File: config.mk
export PLATFORM = sky130hd
export DESIGN_NAME = gas_leak_safety_interlock_unit
export DESIGN_NICKNAME = d
export VERILOG_FILES = /design/src/rtl/glsi_pkg.sv /design/src/rtl/gas_leak_safety_interlock_unit.sv /design/src/rtl/glsi_step.sv
export VERILOG_INCLUDE_DIRS = /design/src /design/src/rtl
export SDC_FILE = /design/constraint.sdc
export NUM_CORES = 1
export LEC_CHECK = 0
export ABC_AREA = 1
export BUFFER_PORTS_ARGS = -buffer_cell sky130_fd_sc_hd__buf_2
export CELL_PAD_IN_SITES_DETAIL_PLACEMENT = 0
export CELL_PAD_IN_SITES_GLOBAL_PLACEMENT = 2
export CORE_MARGIN = 8
export CORE_UTILIZATION = 36
export DETAILED_ROUTE_END_ITERATION = 10
export PLACE_DENSITY_LB_ADDON = 0.1
export SKIP_CTS_REPAIR_TIMING = 1
export SLEW_MARGIN = 0
export SYNTH_ARGS = -nofsm -noshare
export SYNTH_HDL_FRONTEND = slang
export SYNTH_HIERARCHICAL = 1
export SYNTH_SLANG_ARGS = --single-unit
File: constraint.sdc
create_clock -name clk -period 6.9 [get_ports clk]
set_input_delay 1.725 -clock clk [delete_from_list [all_inputs] [get_ports clk]]
set_output_delay 1.725 -clock clk [all_outputs]
set_load 0.02 [all_outputs]
File: src/rtl/assert_macros.svh
// Assertion macros shared by the RTL of the gas leak safety interlock.
// Every macro expects a clock named clk and a synchronous reset named rst in scope.
`ifndef ASSERT_MACROS_SVH
`define ASSERT_MACROS_SVH

// Checks a property on every rising clock edge outside reset.
`define GLSI_ASSERT(lbl, prop, msg) \
  lbl: assert property (@(posedge clk) disable iff (rst) (prop)) else $error(msg);

// Checks that a condition implies a consequence in the same cycle.
`define GLSI_ASSERT_IMPLY(lbl, cond, cons, msg) \
  `GLSI_ASSERT(lbl, (cond) |-> (cons), msg)

`endif

File: src/rtl/glsi_pkg.sv
// Types and constants for the gas leak safety interlock.
// Used by glsi_step and by the top level; depends on nothing else.
package glsi_pkg;

  localparam logic [1:0] MODE_TICK  = 2'd0;
  localparam logic [1:0] MODE_POLL  = 2'd1;
  localparam logic [1:0] MODE_FAN   = 2'd2;
  localparam logic [1:0] MODE_VALVE = 2'd3;

  localparam logic [1:0] REG_GAS_ALARM_LEVEL  = 2'd0;
  localparam logic [1:0] REG_GAS_CLEAR_LEVEL  = 2'd1;
  localparam logic [1:0] REG_DEBOUNCE_TICKS   = 2'd2;
  localparam logic [1:0] REG_SERVO_HOLD_TICKS = 2'd3;

  localparam logic [9:0]  GAS_ALARM_LEVEL_RST  = 10'd400;
  localparam logic [9:0]  GAS_CLEAR_LEVEL_RST  = 10'd360;
  localparam logic [15:0] DEBOUNCE_TICKS_RST   = 16'd50;
  localparam logic [15:0] SERVO_HOLD_TICKS_RST = 16'd600;
  localparam logic [15:0] COUNT_MAX            = 16'hFFFF;

  typedef struct packed {
    logic [9:0]  gas_alarm_level;
    logic [9:0]  gas_clear_level;
    logic [15:0] debounce_ticks;
    logic [15:0] servo_hold_ticks;
  } cfg_t;

  typedef struct packed {
    logic        gas_alarm_on;
    logic        leak_alarm_on;
    logic        fan_running;
    logic        valve_closed_now;
    logic        last_pin_seen;
    logic        stable_pin;
    logic [15:0] quiet_count;
    logic        servo_active;
    logic [15:0] servo_count;
  } state_t;

  // Packed so that fan_drive lands in bit 0 of the output tdata.
  typedef struct packed {
    logic refused;
    logic valve_report;
    logic fan_report;
    logic leak_alarm_flag;
    logic gas_alarm_flag;
    logic servo_power;
    logic valve_shut;
    logic fan_drive;
  } result_t;

endpackage

File: src/rtl/gas_leak_safety_interlock_unit.sv
// Gas leak safety interlock: takes one item per clock cycle and returns one result per item,
// held in an output register that shows it the cycle after the input transfer. The input
// side is ready whenever that register is empty or being emptied in the same cycle, so the
// sustained rate is one item per cycle and only a stall at the output slows it down.
// Configuration writes are always taken, as cfg_ready is tied high. Depends on glsi_pkg and glsi_step.
`include "assert_macros.svh"

module gas_leak_safety_interlock_unit import glsi_pkg::*; (
  input  logic        clk,
  input  logic        rst,
  input  logic        s_axis_tvalid,
  output logic        s_axis_tready,
  input  logic [15:0] s_axis_tdata,  // [9:0] gas_sample, [10] pin_level, [11] command_on
  input  logic [1:0]  s_axis_tuser,  // [1:0] mode
  output logic        m_axis_tvalid,
  input  logic        m_axis_tready,
  // [0] fan_drive, [1] valve_shut, [2] servo_power, [3] gas_alarm_flag,
  // [4] leak_alarm_flag, [5] fan_report, [6] valve_report, [7] refused
  output logic [7:0]  m_axis_tdata,
  input  logic        cfg_valid,
  output logic        cfg_ready,
  input  logic [1:0]  cfg_index,
  input  logic [15:0] cfg_data
);

  cfg_t    cfg;
  state_t  state;
  state_t  state_next;
  result_t result;
  result_t result_reg;
  logic    in_xfer;

  assign cfg_ready     = 1'b1;
  assign s_axis_tready = !m_axis_tvalid || m_axis_tready;
  assign in_xfer       = s_axis_tvalid && s_axis_tready;

  always_ff @(posedge clk) begin
    if (rst) begin
      cfg.gas_alarm_level  <= GAS_ALARM_LEVEL_RST;
      cfg.gas_clear_level  <= GAS_CLEAR_LEVEL_RST;
      cfg.debounce_ticks   <= DEBOUNCE_TICKS_RST;
      cfg.servo_hold_ticks <= SERVO_HOLD_TICKS_RST;
    end else if (cfg_valid) begin
      case (cfg_index)
        REG_GAS_ALARM_LEVEL:  cfg.gas_alarm_level  <= cfg_data[9:0];
        REG_GAS_CLEAR_LEVEL:  cfg.gas_clear_level  <= cfg_data[9:0];
        REG_DEBOUNCE_TICKS:   cfg.debounce_ticks   <= cfg_data;
        REG_SERVO_HOLD_TICKS: cfg.servo_hold_ticks <= cfg_data;
        default: ;
      endcase
    end
  end

  glsi_step u_step (
    .state      (state),
    .cfg        (cfg),
    .mode       (s_axis_tuser),
    .gas_sample (s_axis_tdata[9:0]),
    .pin_level  (s_axis_tdata[10]),
    .command_on (s_axis_tdata[11]),
    .state_next (state_next),
    .result     (result)
  );

  always_ff @(posedge clk) begin
    if (rst) begin
      state.gas_alarm_on     <= 1'b0;
      state.leak_alarm_on    <= 1'b0;
      state.fan_running      <= 1'b0;
      state.valve_closed_now <= 1'b0;
      state.last_pin_seen    <= 1'b1;
      state.stable_pin       <= 1'b1;
      state.quiet_count      <= '0;
      state.servo_active     <= 1'b0;
      state.servo_count      <= '0;
    end else if (in_xfer) begin
      state <= state_next;
    end
  end

  always_ff @(posedge clk) begin
    if (rst) begin
      m_axis_tvalid <= 1'b0;
    end else if (in_xfer) begin
      m_axis_tvalid <= 1'b1;
    end else if (m_axis_tready) begin
      m_axis_tvalid <= 1'b0;
    end
  end

  always_ff @(posedge clk) begin
    if (in_xfer) begin
      result_reg <= result;
    end
  end

  assign m_axis_tdata = result_reg;

  `GLSI_ASSERT_IMPLY(a_no_overwrite, in_xfer, !m_axis_tvalid || m_axis_tready,
                     "input taken while an unread result was stalled")
  `GLSI_ASSERT_IMPLY(a_gas_forces_fan, state.gas_alarm_on, state.fan_running,
                     "gas alarm active with the fan stopped")
  `GLSI_ASSERT_IMPLY(a_move_powers_servo, m_axis_tvalid && result_reg.valve_report,
                     result_reg.servo_power, "valve moved without servo power")
  `GLSI_ASSERT_IMPLY(a_refuse_alone, m_axis_tvalid && result_reg.refused,
                     !result_reg.fan_report && !result_reg.valve_report,
                     "refused command also reported a change")

endmodule

File: src/rtl/glsi_step.sv
// Next-state and result logic of the gas leak safety interlock for one item.
// Purely combinational; uses the types and codes of glsi_pkg.
module glsi_step import glsi_pkg::*; (
  input  state_t     state,
  input  cfg_t       cfg,
  input  logic [1:0] mode,
  input  logic [9:0] gas_sample,
  input  logic       pin_level,
  input  logic       command_on,
  output state_t     state_next,
  output result_t    result
);

  logic [15:0] quiet_next;
  logic        pin_accept;
  logic        fan_rep;
  logic        valve_rep;
  logic        refused;
  logic        moved;

  // Quiet counter as seen after this tick; the debounce compare uses the new value.
  always_comb begin
    if (pin_level != state.last_pin_seen) begin
      quiet_next = '0;
    end else if (state.quiet_count != COUNT_MAX) begin
      quiet_next = state.quiet_count + 16'd1;
    end else begin
      quiet_next = state.quiet_count;
    end
  end

  assign pin_accept = (quiet_next > cfg.debounce_ticks) && (pin_level != state.stable_pin);

  always_comb begin
    state_next = state;
    fan_rep    = 1'b0;
    valve_rep  = 1'b0;
    refused    = 1'b0;
    moved      = 1'b0;
    case (mode)
      MODE_TICK: begin
        state_next.quiet_count   = quiet_next;
        state_next.last_pin_seen = pin_level;
        if (pin_accept) begin
          state_next.stable_pin = pin_level;
          // A confirmed press (falling edge) toggles the valve.
          if (!pin_level) begin
            state_next.valve_closed_now = !state.valve_closed_now;
            state_next.servo_active     = 1'b1;
            state_next.servo_count      = '0;
            valve_rep                   = 1'b1;
            moved                       = 1'b1;
          end
        end
        if (state_next.servo_active && !moved && state.servo_count != COUNT_MAX) begin
          state_next.servo_count = state.servo_count + 16'd1;
        end
        if (state_next.servo_active && state_next.servo_count > cfg.servo_hold_ticks) begin
          state_next.servo_active = 1'b0;
        end
      end
      MODE_POLL: begin
        if (gas_sample > cfg.gas_alarm_level && !state.gas_alarm_on) begin
          state_next.gas_alarm_on = 1'b1;
          state_next.fan_running  = 1'b1;
          fan_rep                 = 1'b1;
        end else if (gas_sample < cfg.gas_clear_level && state.gas_alarm_on) begin
          state_next.gas_alarm_on = 1'b0;
          state_next.fan_running  = 1'b0;
          fan_rep                 = 1'b1;
        end
        if (!pin_level && !state.leak_alarm_on) begin
          state_next.leak_alarm_on    = 1'b1;
          state_next.valve_closed_now = 1'b1;
          state_next.servo_active     = 1'b1;
          state_next.servo_count      = '0;
          valve_rep                   = 1'b1;
        end else if (pin_level && state.leak_alarm_on) begin
          state_next.leak_alarm_on    = 1'b0;
          state_next.valve_closed_now = 1'b0;
          state_next.servo_active     = 1'b1;
          state_next.servo_count      = '0;
          valve_rep                   = 1'b1;
        end
      end
      MODE_FAN: begin
        if (command_on && !state.fan_running) begin
          state_next.fan_running = 1'b1;
          fan_rep                = 1'b1;
        end else if (!command_on && state.fan_running) begin
          if (state.gas_alarm_on) begin
            refused = 1'b1;
          end else begin
            state_next.fan_running = 1'b0;
            fan_rep                = 1'b1;
          end
        end
      end
      MODE_VALVE: begin
        if (!command_on && state.leak_alarm_on) begin
          refused = 1'b1;
        end else begin
          state_next.valve_closed_now = command_on;
          state_next.servo_active     = 1'b1;
          state_next.servo_count      = '0;
          valve_rep                   = 1'b1;
        end
      end
      default: begin
        state_next = state;
      end
    endcase
  end

  assign result.fan_drive       = state_next.fan_running;
  assign result.valve_shut      = state_next.valve_closed_now;
  assign result.servo_power     = state_next.servo_active;
  assign result.gas_alarm_flag  = state_next.gas_alarm_on;
  assign result.leak_alarm_flag = state_next.leak_alarm_on;
  assign result.fan_report      = fan_rep;
  assign result.valve_report    = valve_rep;
  assign result.refused         = refused;

endmodule

# Word level (Yosys, flattened, before mapping)
# Cells that the tools add are included.
totals:
  register_bits: 100
  inputBits: 41
classes:
  n_addsub: 2
  magnitude_cmp: 4
  eq_ne: 12
  n_mux: 49
  n_reduce_logical: 32
op_table:
  columns: ["operator", "count"]
  rows:
  - ["2-to-1 mux 17 bit", 6]
  - ["2-to-1 mux 16 bit", 4]
  - ["case mux 17 bit (3 select lines)", 1]
  - ["adder 16 x 1 -> 16 bit (second input constant)", 2]
  - ["greater-than comparator 16 bit", 2]
  - ["2-to-1 mux 1 bit", 32]
  - ["inequality test 16 bit (second input constant)", 2]
  - ["logical AND 1 bit", 12]
  - ["greater-than comparator 10 bit", 1]
  - ["less-than comparator 10 bit", 1]
  - ["AND reduction 2 bit", 5]
  - ["equality test 2 bit (second input constant)", 4]
  - ["logical NOT 1 bit", 8]
  - ["case mux 1 bit (2 select lines)", 3]
  - ["case mux 1 bit (3 select lines)", 2]
  - ["equality test 2 x 1 -> 1 bit (second input constant)", 2]
  - ["logical NOT 2 bit", 2]
  - ["AND reduction 4 bit", 1]
  - ["inequality test 3 x 1 -> 1 bit (second input constant)", 1]
  - ["AND reduction 3 bit", 1]
  - ["nonzero test 3 bit", 1]
  - ["2-to-1 mux 2 bit", 1]
  - ["inequality test 1 bit", 2]
  - ["inequality test 2 bit (second input constant)", 1]
  - ["other kinds (2)", 2]

# Longest topological paths before layout
# Gate-level depths: netlist of run 1.
depth:
  word_depth: 16
  depth_mapped: 38
  depth_no_buf: 37

# Hierarchy
# The synthesis of run 1 kept the hierarchy.
by_module_without_submodules:
  columns: ["module", "n_inst", "cells_each", "area_each_um2", "seq_area_each_um2"]
  rows:
  - ["gas_leak_safety_interlock_unit", 1, 579, 4116.4, 2082.0]
  - ["glsi_step", 1, 620, 3235.6, 0.0]

# Worst setup path before layout of run 1
# Ideal clock, no wire load.
synth_path:
  path_type: "input -> register"
  from: "input s_axis_tdata[10]"
  to: "register state[16] (netlist name)"
  arrival_time_ns: 5.021
  required_time_ns: 6.836
  setup_slack_ns: 1.815
  path_stages: 28
  path_buffers: 2
  cell_sequence: "xor2_1 > inv_1 > o21ai_0 > inv_1 > ha_1 > a21oi_1 > o21ai_0 > a21oi_1 > nand2_1 > nand3_1 > inv_1 > buf_4 > nor2_2 > ha_1 > nand2_1 > inv_1 > o21ai_0 > a21oi_1 > nor2_1 > nand2_1 > a21oi_1 > nand2_1 > a21oi_1 > buf_4 > inv_1 > nand3_1 > nand2_1 > nor2_1"
synth_rtl:
  columns: ["item", "line", "source"]
  rows:
  - ["start: declaration", "gas_leak_safety_interlock_unit.sv:13", "input logic [15:0] s_axis_tdata,"]

==> run summary, run 1 <==
The share of total power in sequential cells is 43.0%. The cell taking the most area after synthesis is sky130_fd_sc_hd__dfxtp_1. The final hold violation count is 0. The flow ran to the end, and the final reports show no timing, DRC or antenna violations. The internal power of the cells totals 1.028 mW. The HPWL after detailed placement is 14,490 um. The upper clock frequency limit is 183.6 MHz. In this run the critical register-to-register path is captured at state[16]. Port buffering added 46 buffers. The depth of the worst register-to-register path came out at 34.

The worst register-to-register path begins at state[18]. The number of nets in the finished design came out at 1,305. Max-cap violations in this run came to 0. The worst setup path endpoint is state[16]. The portion of synthesized cell area occupied by the leading cell type is 25.05%. Dividing the detail-routed wire length by the instance count gives 13.73 um. At the worst endpoint, the arrival time is 5.74 ns. The effective utilization at floorplan is 36.45%.

The library cell used as clock root buffer is sky130_fd_sc_hd__clkbuf_16. The switching power as a share of total power is 32.88%. The routed design could run at a clock period as short as 5.447 ns. Summing all multi-input logic gate instances after layout gives 4173 um2. Leaving out fill and tap cells, the most frequent cell in the layout is sky130_fd_sc_hd__nand2_1.

At the pin with the least slew margin, the transition time is 0.8335 ns. The worst-case register-to-register setup slack is 1.91 ns. Cells fill 39.46% of the core in the end.

The mapped cell area came out at 7352 um2. The analysis attributes to net switching a power of 503.7 uW. The global-route usage over all layers came out at 16.61%.

The number of synthesis warnings is 6. Tracing the worst setup path back leads to its startpoint at s_axis_tdata[10]. Per report_power, the clock group accounts for 35.4% of the total.

For this run, asynchronously set or reset flops after synthesis account for 0%. The maximum number of pins on one net before global-route repair came out at 79. The core region is 20,170 um2. The global-route congestion overflow total is 0. In this run the number of cells on the critical path is 29.

The post-synth net total came out at 1,299. Adding up every negative setup slack in the final design gives 0 ns. The first-pass GRT wire length is 34,840 um. The clock arrives with 0.009636 ns of skew. The worst voltage drop across the vdd grid came out at 107.5 uV. The congestion estimate from routability-driven global placement came to 0.7900. The synthesized area divided by synthesized cell count is 6.132 um2.

The number of ports placed on the die boundary came out at 52. The CTS sink count came out at 100. The number of rows created at floorplan came out at 52. The final-report max-slew violation count is 0.

For this block, the routed nets add up to 20,320 um of wire. The number of buffers inserted during clock tree synthesis came out at 9. The number of DRC violations after detailed-routing iteration 0 came out at 382. The storage element area is 2082 um2. The insertion delay of the later-clocked pin in the worst-skew pair came out at 0.36 ns.

The TritonCTS clock tree is built. The final setup violation count came out at 0. The ratio of final minimum period to clock period came out at 78.94%. The floorplan step set the die width to 158.9 um.

The number of search-and-repair iterations in the first detailed-routing pass came out at 5. The floorplan die height is 158.9 um. The antenna diode count is 0. The post-detailed-route DRC marker count is 0. The worst-case clock buffer depth is 2. STA classifies the critical path startpoint as a primary input. The clock-pin slew on the worst setup and hold paths came out at 0.07 ns.

Setup repair after global routing left no endpoint under its margin. The slowest stage of the critical path is the sky130_fd_sc_hd__xor2_1 cell. The sequential-to-total area share from yosys stat came out at 28.32%.

The maximum fanout along the worst path is 12. The worst hold-check path type is register to register. The via count of the first global-routing pass came out at 6,744. The cell class contributing the biggest share of worst-path delay is simple AND/OR/NAND/NOR gates. The tightest slew margin relative to the limit came out at 44.43%. The number of enable-type register cells in the synthesized netlist is 8. The initial antenna violation count came out at 0. The layout filler cell count is 2,305. The final antenna-violating net count is 0. The worst setup path is captured at a register. The worst setup path is of the primary input to register kind. Cells with a size suffix above 1 make up 7.686% of the layout. Dividing the detail-routed via count by the number of cells gives 4.639. The area of the die came out at 25,250 um2. The synthesized netlist cell count came out at 1,199. In the layout the commonest cells are 319 x sky130_fd_sc_hd__nand2_1, 203 x sky130_fd_sc_hd__inv_1, 157 x sky130_fd_sc_hd__nor2_1. By area the synthesized netlist is led by sky130_fd_sc_hd__dfxtp_1 25%, sky130_fd_sc_hd__nand2_1 16%, sky130_fd_sc_hd__inv_1 10%.

The buffer and inverter count on the worst path is 6. The most used flip-flop cell after synthesis is sky130_fd_sc_hd__dfxtp_1. The total vias in the final route is 6,865.

The maximum level of the CTS H-tree is 3. The share of total power in combinational logic came out at 21.7%. The worst stage delay on the critical path came out at 0.38 ns.

The synthesized design contains 100 register bits. The power per cell area came out at 192.5 nW/um2. Counting stages on the worst path, the most repeated cell is sky130_fd_sc_hd__nand2_1. The layout overhead on the synthesized area came out at 8.254%.

The leakage power of the design came out at 4.138 nW. The data required time of the critical path is 7.20 ns. The number of distinct library cell variants in the gate-level netlist after synthesis came out at 41.
==> flip-flops by register name, indices dropped and copies added (netlist names) <==
register	cells
cfg	52
state	39
m_axis_tdata	8
m_axis_tvalid	1
==> synth_stat cells (2+ instances only) <==
library cell               instances
sky130_fd_sc_hd__buf_1             2
sky130_fd_sc_hd__a21boi_0          2
sky130_fd_sc_hd__o211ai_1          2
sky130_fd_sc_hd__o21ai_0          33
sky130_fd_sc_hd__dfxtp_1          92
sky130_fd_sc_hd__nor2_1          157
sky130_fd_sc_hd__nor3_1           10
sky130_fd_sc_hd__nor2_4            2
sky130_fd_sc_hd__ha_1             59
sky130_fd_sc_hd__inv_2             4
sky130_fd_sc_hd__edfxtp_1          8
sky130_fd_sc_hd__inv_1           203
sky130_fd_sc_hd__a31oi_1           3
sky130_fd_sc_hd__buf_2            12
sky130_fd_sc_hd__nand4_1          14
sky130_fd_sc_hd__nand3_1         112
sky130_fd_sc_hd__nand2_1         320
sky130_fd_sc_hd__nor4_1            2
sky130_fd_sc_hd__nor2_2            6
sky130_fd_sc_hd__xor2_1            6
sky130_fd_sc_hd__a21oi_1          80
sky130_fd_sc_hd__buf_6             5
sky130_fd_sc_hd__or2_2             3
sky130_fd_sc_hd__clkbuf_1         25
sky130_fd_sc_hd__buf_4            14
sky130_fd_sc_hd__o21bai_1          2
sky130_fd_sc_hd__and3_1            2
sky130_fd_sc_hd__nand3_2           3
sky130_fd_sc_hd__o21ai_1           3
sky130_fd_sc_hd__o21a_1            2
==> power groups by stage <==
stage | registers (mW) | clock network (mW) | logic (mW)
final | 0.658 | 0.542 | 0.332
after CTS | 0.659 | 0.571 | 0.338
after global routing | 0.665 | 0.587 | 0.392
after global placement | 0.672 | 0 | 0.335
after detailed placement | 0.672 | 0 | 0.335
after floorplan | 0.666 | 0 | 0.251
==> cell type report <==
cell class                 count  share of cell area (%)
tap                          270                   4.245
multi-input combinational    834                   52.43
sequential                   100                   26.16
inverter                     207                   9.763
clock buffer                   9                   2.830
clock inverter                 7                   1.022
timing repair buffer          53                   3.553
==> worst min-delay path by stage <==
stage	to	slack [ns]	cells past startpoint	startpoint
2_1_floorplan	cfg[35]	0.43	2	cfg[35]
3_3_place_gp	cfg[49]	0.44	2	cfg[49]
3_5_place_dp	cfg[49]	0.45	2	cfg[49]
4_1_cts	cfg[49]	0.47	2	cfg[49]
5_1_grt	cfg[46]	0.49	2	cfg[46]
6_report	cfg[49]	0.46	2	cfg[49]
==> metal layers <==
| layer | global-route usage (%) | part of all wire [%] | up-vias |
|---|---|---|---|
| met5 | 0 | 0 | - |
| met4 | 3.688 | 0.86 | 0 |
| met3 | 2.275 | 2.2 | 12 |
| met2 | 27.80 | 46 | 64 |
| met1 | 22.27 | 51 | 3049 |
| li1 | - | - | 3740 |
==> cell families (layout without fill, tap and decap cells) <==
group,count (synthesis),in the layout,share of synthesized area [%]
and+or+nand+nor,636,636,36.40
buffers and inverters,265,276,14.96
AOI/OAI and AO/OA,131,131,9.394
DFF,100,100,28.32
adders and majority gates,59,59,10.04
xor gates and xnor gates,7,7,0.8339
other,1,1,0.05101
==> metrics by stage <==
step	cells	area, um2	hold slack (ns)	power, mW	setup slack (ns)
final	1480	7959	0.4581	1.532	1.453
after global routing	1480	7959	0.4856	1.644	0.9616
after CTS	1480	7959	0.4669	1.568	1.344
after detailed placement	1464	7652	0.4482	1.007	0.9590
after global placement	1464	7652	0.4395	1.006	0.9118
after floorplan	1199	7352	0.4289	0.9168	1.815
==> tightest hold or removal path, stage by stage, from the launching register on <==
cell and delay (ns):
sky130_fd_sc_hd__dfxtp_1 0.33, sky130_fd_sc_hd__nand2_1 0.05, sky130_fd_sc_hd__nand3_1 0.05
No activity file was read; power rests on OpenSTA's default activity.
==> inputs of run 2 (changes only) <==
--- a/config.mk
+++ b/config.mk
@@ -11,7 +11,7 @@
 export CELL_PAD_IN_SITES_DETAIL_PLACEMENT = 0
 export CELL_PAD_IN_SITES_GLOBAL_PLACEMENT = 2
 export CORE_MARGIN = 8
-export CORE_UTILIZATION = 36
+export CORE_UTILIZATION = 33
 export DETAILED_ROUTE_END_ITERATION = 10
 export PLACE_DENSITY_LB_ADDON = 0.1
 export SKIP_CTS_REPAIR_TIMING = 1
==> constraint.sdc (replaced) <==
create_clock -name clk -period 5.2 [get_ports clk]
set_input_delay 1.3 -clock clk [delete_from_list [all_inputs] [get_ports clk]]
set_output_delay 1.3 -clock clk [all_outputs]
set_load 0.02 [all_outputs]
==> run 2 against run 1 <==
Design area increased by 3.1%. Sequential share of layout area shrank 0.79 points. Clock skew up 0.0064 ns. Count of clock-buffer cells in the layout stayed put. Critical path type unchanged. Critical endpoint unchanged. Largest cell class unchanged.
==> run summary, run 2 (synthesis gave the netlist of run 1 again) <==
The startpoint class of the critical path is a primary input. The commonest non-fill, non-tap cell in the layout is sky130_fd_sc_hd__nand2_1. The post-detailed-route DRC marker count is 0. Detailed placement ended at an HPWL of 15,170 um.

The final hold violation count was 0. The master of the slowest instance on the critical path is sky130_fd_sc_hd__ha_1. The number of nets in the finished design is 1,332.

The leakage power of the design came out at 4.273 nW. The buffer and inverter count on the worst path is 7. On the critical path the largest part of the delay comes from simple AND/OR/NAND/NOR gates. The port buffer count came out at 46. Cells with a size suffix above 1 make up 10.19% of the layout. For this design the top-level I/O count stands at 52. The run finished with clean final reports.

For the worst setup path, the data arrival time is 5.02 ns. The clock-pin slew on the worst setup and hold paths is 0.09 ns. The register with the most flip-flops in the layout has 52 of them. In the layout the commonest cells are 319 x sky130_fd_sc_hd__nand2_1, 203 x sky130_fd_sc_hd__inv_1, 156 x sky130_fd_sc_hd__nor2_1. The tree is rooted in a sky130_fd_sc_hd__clkbuf_16. The number of rows created at floorplan is 54.

The ratio of final minimum period to clock period is 90.60%. In this run the deepest clock path goes through 2 buffers. The final setup violation count came out at 0. The tightest slew margin relative to the limit came out at 30.94%.

The tightest min-delay check is of the register to register type. The weighted congestion reported at the end of routability-driven placement is 0.7797. Relative to the synthesized area, the layout overhead comes to 11.61%. The worst-case register-to-register setup slack came out at 0.57 ns. The global-route congestion overflow total is 0. The via count of the first global-routing pass came out at 6,601. The critical path in this run is classified as primary input to register. After detailed placement, the total cell area comes to 7880 um2. For the pin with the worst max-slew slack, the measured transition is 1.034 ns. The post-layout utilization of the core came out at 37.60%. The worst voltage drop across the vdd grid is 145.4 uV. The average vias per placed instance came out at 4.597.

After detailed routing, the average wire length per cell comes to 13.87 um. The tool flagged a number of max-cap violations equal to 0. Entering global routing, the biggest net connects 79 pins. The beginning of the worst hold path is cfg[35]. The final critical-path required period is 4.711 ns.

The effective utilization at floorplan came out at 33.69%. The register with the most flip-flops in the final layout is cfg. The launching element of the worst setup path is s_axis_tdata[10].

The startpoint identified for the worst register-to-register timing path is state[17]. For this run, the slowest stage of the critical path takes 0.30 ns. The antenna diode count is 0. The final cell area excluding filler cells is 8205 um2. Global routing consumed, over all layers together, 15.94% of the routing resources. The number of DRC violations after detailed-routing iteration 0 is 368. The area of the die came out at 27,310 um2. For this run, the top clock speed supported by timing is 212.3 MHz.

In this run the worst path has a maximum fanout of 12. The floorplan die height came out at 165.3 um. Fill cells in the final layout number 2,480.

The most numerous cell type found on the critical path is sky130_fd_sc_hd__inv_1. The total vias in the final route came out at 6,973. The die boundary width came out at 165.3 um. Power spread over the standard cell area amounts to 251.9 nW/um2. The first-pass GRT wire length came out at 34,700 um. In this run the remaining antenna-violating nets after routing total 0. For the final database, setup skew stands at 0.01604 ns. The routed design has 21,040 um of wire. The core area came out at 21,820 um2. The data required time of the critical path came out at 5.51 ns. TritonCTS built the clock tree.

The clock reaches the later pin of the worst-skew pair after 0.37 ns. The final-report max-slew violation count is 0. For this run, the detailed router's first-pass iteration total came to 5. In this run the number of H-tree levels came out at 3. STA classifies the critical path endpoint as a register.

The CTS sink count came out at 100. The initial antenna violation count came out at 0. The number of buffers inserted during clock tree synthesis came out at 9.
## run 2: cell types whose count changed in the layout (fill, tap and decap cells not counted), sizes merged
cell	change
buf	+27
inv	+2
bufinv	-1
clkinv	-1
## run 2: worst paths after layout
| kind | endpoint | cells past startpoint |
|---|---|---|
| max | state[16] | 27 |
| min | cfg[35] | 2 |
| max reg2reg | state[16] | 33 |
| min reg2reg | cfg[35] | 2 |
## run 2: report_power, final
part	switching [mW]	internal, mW
combinational	0.296	0.179
clock	0.375	0.344
sequential	0.0455	0.827
total	0.716	1.35
## run 2: cell type report
type | instances | area (um2) | area share [%]
tap | 280 | 350.3 | 4.270
multi-input combinational | 834 | 4199 | 51.17
clock inverter | 7 | 73.82 | 0.8997
sequential | 100 | 2082 | 25.37
clock buffer | 9 | 225.2 | 2.745
timing repair buffer | 80 | 498.0 | 6.069
inverter | 207 | 777.0 | 9.469
## run 2: worst min-delay path: stages, from the launching register on
cell and delay, ns:
sky130_fd_sc_hd__dfxtp_1 0.34, sky130_fd_sc_hd__nand2_1 0.05, sky130_fd_sc_hd__nand3_1 0.05
## run 2: layer usage
metal / up-vias / routed length, um / track usage [%]
li1: 3806 / - / -
met1: 3086 / 10820 / 21.98
met2: 70 / 9503 / 25.90
met3: 11 / 569 / 2.429
met4: 0 / 146 / 3.194
met5: - / 0 / 0
## run 2: through the flow
stage	setup TNS [ns]	hold WS [ns]	cells	total power [mW]	worst slack (ns)
6_report	0	0.4684	1517	2.067	0.4888
5_1_grt	-0.001059	0.5106	1517	2.203	-0.001059
4_1_cts	0	0.4679	1517	2.101	0.1518
3_5_place_dp	-0.3535	0.4449	1501	1.369	-0.2163
3_3_place_gp	-0.3851	0.4400	1501	1.369	-0.2312
2_1_floorplan	0	0.4289	1199	1.217	0.5399
==> inputs of run 3 (changes only) <==
--- a/config.mk
+++ b/config.mk
@@ -11,12 +11,11 @@
 export CELL_PAD_IN_SITES_DETAIL_PLACEMENT = 0
 export CELL_PAD_IN_SITES_GLOBAL_PLACEMENT = 2
 export CORE_MARGIN = 8
-export CORE_UTILIZATION = 33
+export CORE_UTILIZATION = 34
 export DETAILED_ROUTE_END_ITERATION = 10
 export PLACE_DENSITY_LB_ADDON = 0.1
 export SKIP_CTS_REPAIR_TIMING = 1
 export SLEW_MARGIN = 0
 export SYNTH_ARGS = -nofsm -noshare
 export SYNTH_HDL_FRONTEND = slang
-export SYNTH_HIERARCHICAL = 1
 export SYNTH_SLANG_ARGS = --single-unit
==> run 3 against run 2 <==
Register-to-register slack got worse by 0.10 ns. Global-route usage fell by 1.0 points. Routed wire length decreased by 23%. Fmax down 2.2%. Count of clock-buffer cells in the layout grew 1. Combinational power down 42%.
==> run summary, run 3 <==
The run finished with clean final reports. The upper clock frequency limit is 207.6 MHz. The maximum fanout along the worst path is 11. In the final design database the tool counted 1,002 nets. The maximum number of pins on one net before global-route repair came out at 69. The total vias in the final route is 5,498.

The final hold violation count is 0. The number of buffers inserted during clock tree synthesis came out at 9. The post-synth net total is 960. In this run the clock root is driven by a sky130_fd_sc_hd__clkbuf_16. The actual slew at the worst max-slew pin is 1.245 ns. The layout filler cell count is 1,900. The fraction of layout instances using a drive strength above 1 is 10.60%. The weighted congestion reported at the end of routability-driven placement is 0.8094. TritonCTS built the clock tree. sky130_fd_sc_hd__nand2_1 is the most common cell in the netlist. Leaving out filler cells and counting taps, the final layout contains 1,135. STA classifies the critical path endpoint as a register. The data arrival time at the worst-slack endpoint is 4.93 ns.

The mapped cell area came out at 6085 um2. The worst stage delay on the critical path is 0.39 ns. The number of ports placed on the die boundary came out at 52.

IR analysis of the VDD net gives a maximum drop of 186.8 uV. The worst hold-check path type is register to register. The final antenna-violating net count is 0.

The routed wirelength normalized by instance count is 14.36 um. In this run the most used layer during global routing was met2. The wire length reported by the detailed router is 16,300 um. By instance count, the cell type seen most on the critical path is sky130_fd_sc_hd__nand2_1.

The critical path starts at s_axis_tdata[10]. The layout overhead on the synthesized area is 13.26%. CTS saw 100 sinks. The setup slack after layout is 0.3836 ns.

By area the synthesized netlist is led by sky130_fd_sc_hd__dfxtp_1 30%, sky130_fd_sc_hd__ha_1 12%, sky130_fd_sc_hd__nand2_1 9.7%. The final worst hold slack came out at 0.4633 ns. For this run, design rule violations remaining after detail routing come to 0. The most used flip-flop cell after synthesis is sky130_fd_sc_hd__dfxtp_1. The first-pass GRT wire length is 26,530 um. The worst pin sits at a relative slew slack of 16.71%. The global-route met1 utilization is 19.68%. The count of maximum capacitance violations is 0. The sequential-to-total area share from yosys stat came out at 34.22%. STA classifies the critical path startpoint as a primary input. The initial antenna violation count came to 0. Leaving out fill and tap cells, the most frequent cell in the layout is sky130_fd_sc_hd__nand2_1. The synthesized netlist cell count is 859. The final critical-path required period is 4.816 ns.

Across the routed clock network, the largest skew measured is 0.007869 ns. The worst setup timing slack at the placement stage came out at -0.08329 ns. The power per cell area came out at 267.3 nW/um2. The worst setup path endpoint is m_axis_tdata[2]. By count the netlist is led by 157 x sky130_fd_sc_hd__nand2_1, 148 x sky130_fd_sc_hd__inv_1, 100 x sky130_fd_sc_hd__a21oi_1. A synthesized cell averages 7.083 um2. The clock-pin slew on the worst setup and hold paths is 0.07 ns. The number of DRC violations after detailed-routing iteration 0 is 316. The number of distinct library cell variants in the gate-level netlist after synthesis is 43. In this run the critical register-to-register path is launched from state[17]. 0 antenna diodes ended up in the layout. The register with the most flip-flops in the final layout is cfg.

The flip-flop count of the largest register after layout came out at 52. The core region is 17,780 um2. Counting tap cells, the placed design contains a total of 1,119 instances. The worst-case clock buffer depth came out at 2. The area of the die came out at 22,430 um2. The floorplan step set the die height to 149.8 um. In the global route stage, overall resource usage came out at 14.94%. The portion of synthesized cell area occupied by the leading cell type is 30.27%. The insertion delay of the later-clocked pin in the worst-skew pair is 0.35 ns. The data required time of the critical path came out at 5.32 ns. The library cells used most frequently in the layout, excluding fill and tap cells, are 157 x sky130_fd_sc_hd__nand2_1, 147 x sky130_fd_sc_hd__inv_1, 100 x sky130_fd_sc_hd__a21oi_1.

The number of synthesized register bits came out at 100. The endpoint of the worst-slack reg-to-reg timing path is m_axis_tdata[2]. The worst path uses 92.62% of the clock period. The average vias per placed instance is 4.844.

The maximum level of the CTS H-tree is 3. The worst-case register-to-register setup slack is 0.47 ns. The largest individual stage delay along the critical path comes from the cell sky130_fd_sc_hd__nor4_1. For this run the aggregate overflow at the end of global routing stands at 0. The synthesized design spends more area on one cell type than any other, namely sky130_fd_sc_hd__dfxtp_1. The met2 routing resource usage after global routing is 24.50%.

The critical path is of the primary input to register type. The worst hold path depth came out at 2. The effective utilization at floorplan is 34.22%.

The HPWL after detailed placement came out at 12,190 um. The overall power of the completed layout is 1.842 mW. The final-report max-slew violation count is 0.

The die boundary width is 149.8 um. The fraction of registers with async set/reset came out at 0%. The final setup violation count is 0. For the worst flop-to-flop path, the logic depth is 30. The number of search-and-repair iterations in the first detailed-routing pass is 5.

Cells fill 38.76% of the core in the end. The number of enable-type register cells in the synthesized netlist is 8. The via count of the first global-routing pass is 5,285.

For this design the static power due to leakage is 3.265 nW. The met3 routing resource usage after global routing is 2.419%. The port buffer count came out at 46.

The number of synthesis warnings came out at 0. The number of rows created at floorplan came out at 49. Setup repair after global routing left no endpoint under its margin.
[run 3: how the worst min path moves through the flow]
stage | startpoint | to | slack (ns)
2_1_floorplan | state[33] | state[33] | 0.43
3_3_place_gp | state[33] | state[33] | 0.44
3_5_place_dp | cfg[33] | cfg[33] | 0.45
4_1_cts | cfg[33] | cfg[33] | 0.46
5_1_grt | cfg[43] | cfg[43] | 0.49
6_report | cfg[36] | cfg[36] | 0.46
[run 3: layout make-up]
type | count | area [um2] | area share (%)
Multi-Input combinational cell | 582 | 3319 | 48.17
Sequential cell | 100 | 2082 | 30.21
Timing Repair Buffer | 58 | 320.3 | 4.648
Tap cell | 229 | 286.5 | 4.158
Clock buffer | 10 | 229.0 | 3.322
Clock inverter | 6 | 88.84 | 1.289
Inverter | 150 | 565.5 | 8.206
[run 3: cell families after synthesis]
kind of cell,synth area share [%]
and+or+nand+nor,20.93
AOI/OAI and AO/OA,19.35
buffers and inverters,11.23
DFF,34.22
adders and majority gates,12.34
xor gates and xnor gates,1.871
other,0.06163
[run 3: report_power, final]
group	internal, mW	switching (mW)	leakage [nW]
sequential	0.814	0.0193	0.832
combinational	0.0954	0.179	2.28
clock	0.423	0.312	0.149
[run 3: worst max-delay path: cells and delay by family]
kind	cells	cell delay (ns)
AOI/OAI and AO/OA	6	0.82
xor gates and xnor gates	1	0.26
adders and majority gates	2	0.44
buffers and inverters	7	0.90
and+or+nand+nor	13	1.21
[run 3: per-stage QoR]
stage	TNS, ns	area (um2)
4_1_cts	0	6892
6_report	0	6892
3_3_place_gp	-0.03342	6574
2_1_floorplan	0	6085
3_5_place_dp	-0.1653	6574
5_1_grt	0	6892
[run 3: layer usage]
| metal | vias to the layer above | share of wire, % |
|---|---|---|
| met5 | - | 0 |
| met4 | 0 | 1.3 |
| met3 | 12 | 2.9 |
| met2 | 70 | 46 |
| met1 | 2520 | 50 |
| li1 | 2896 | - |
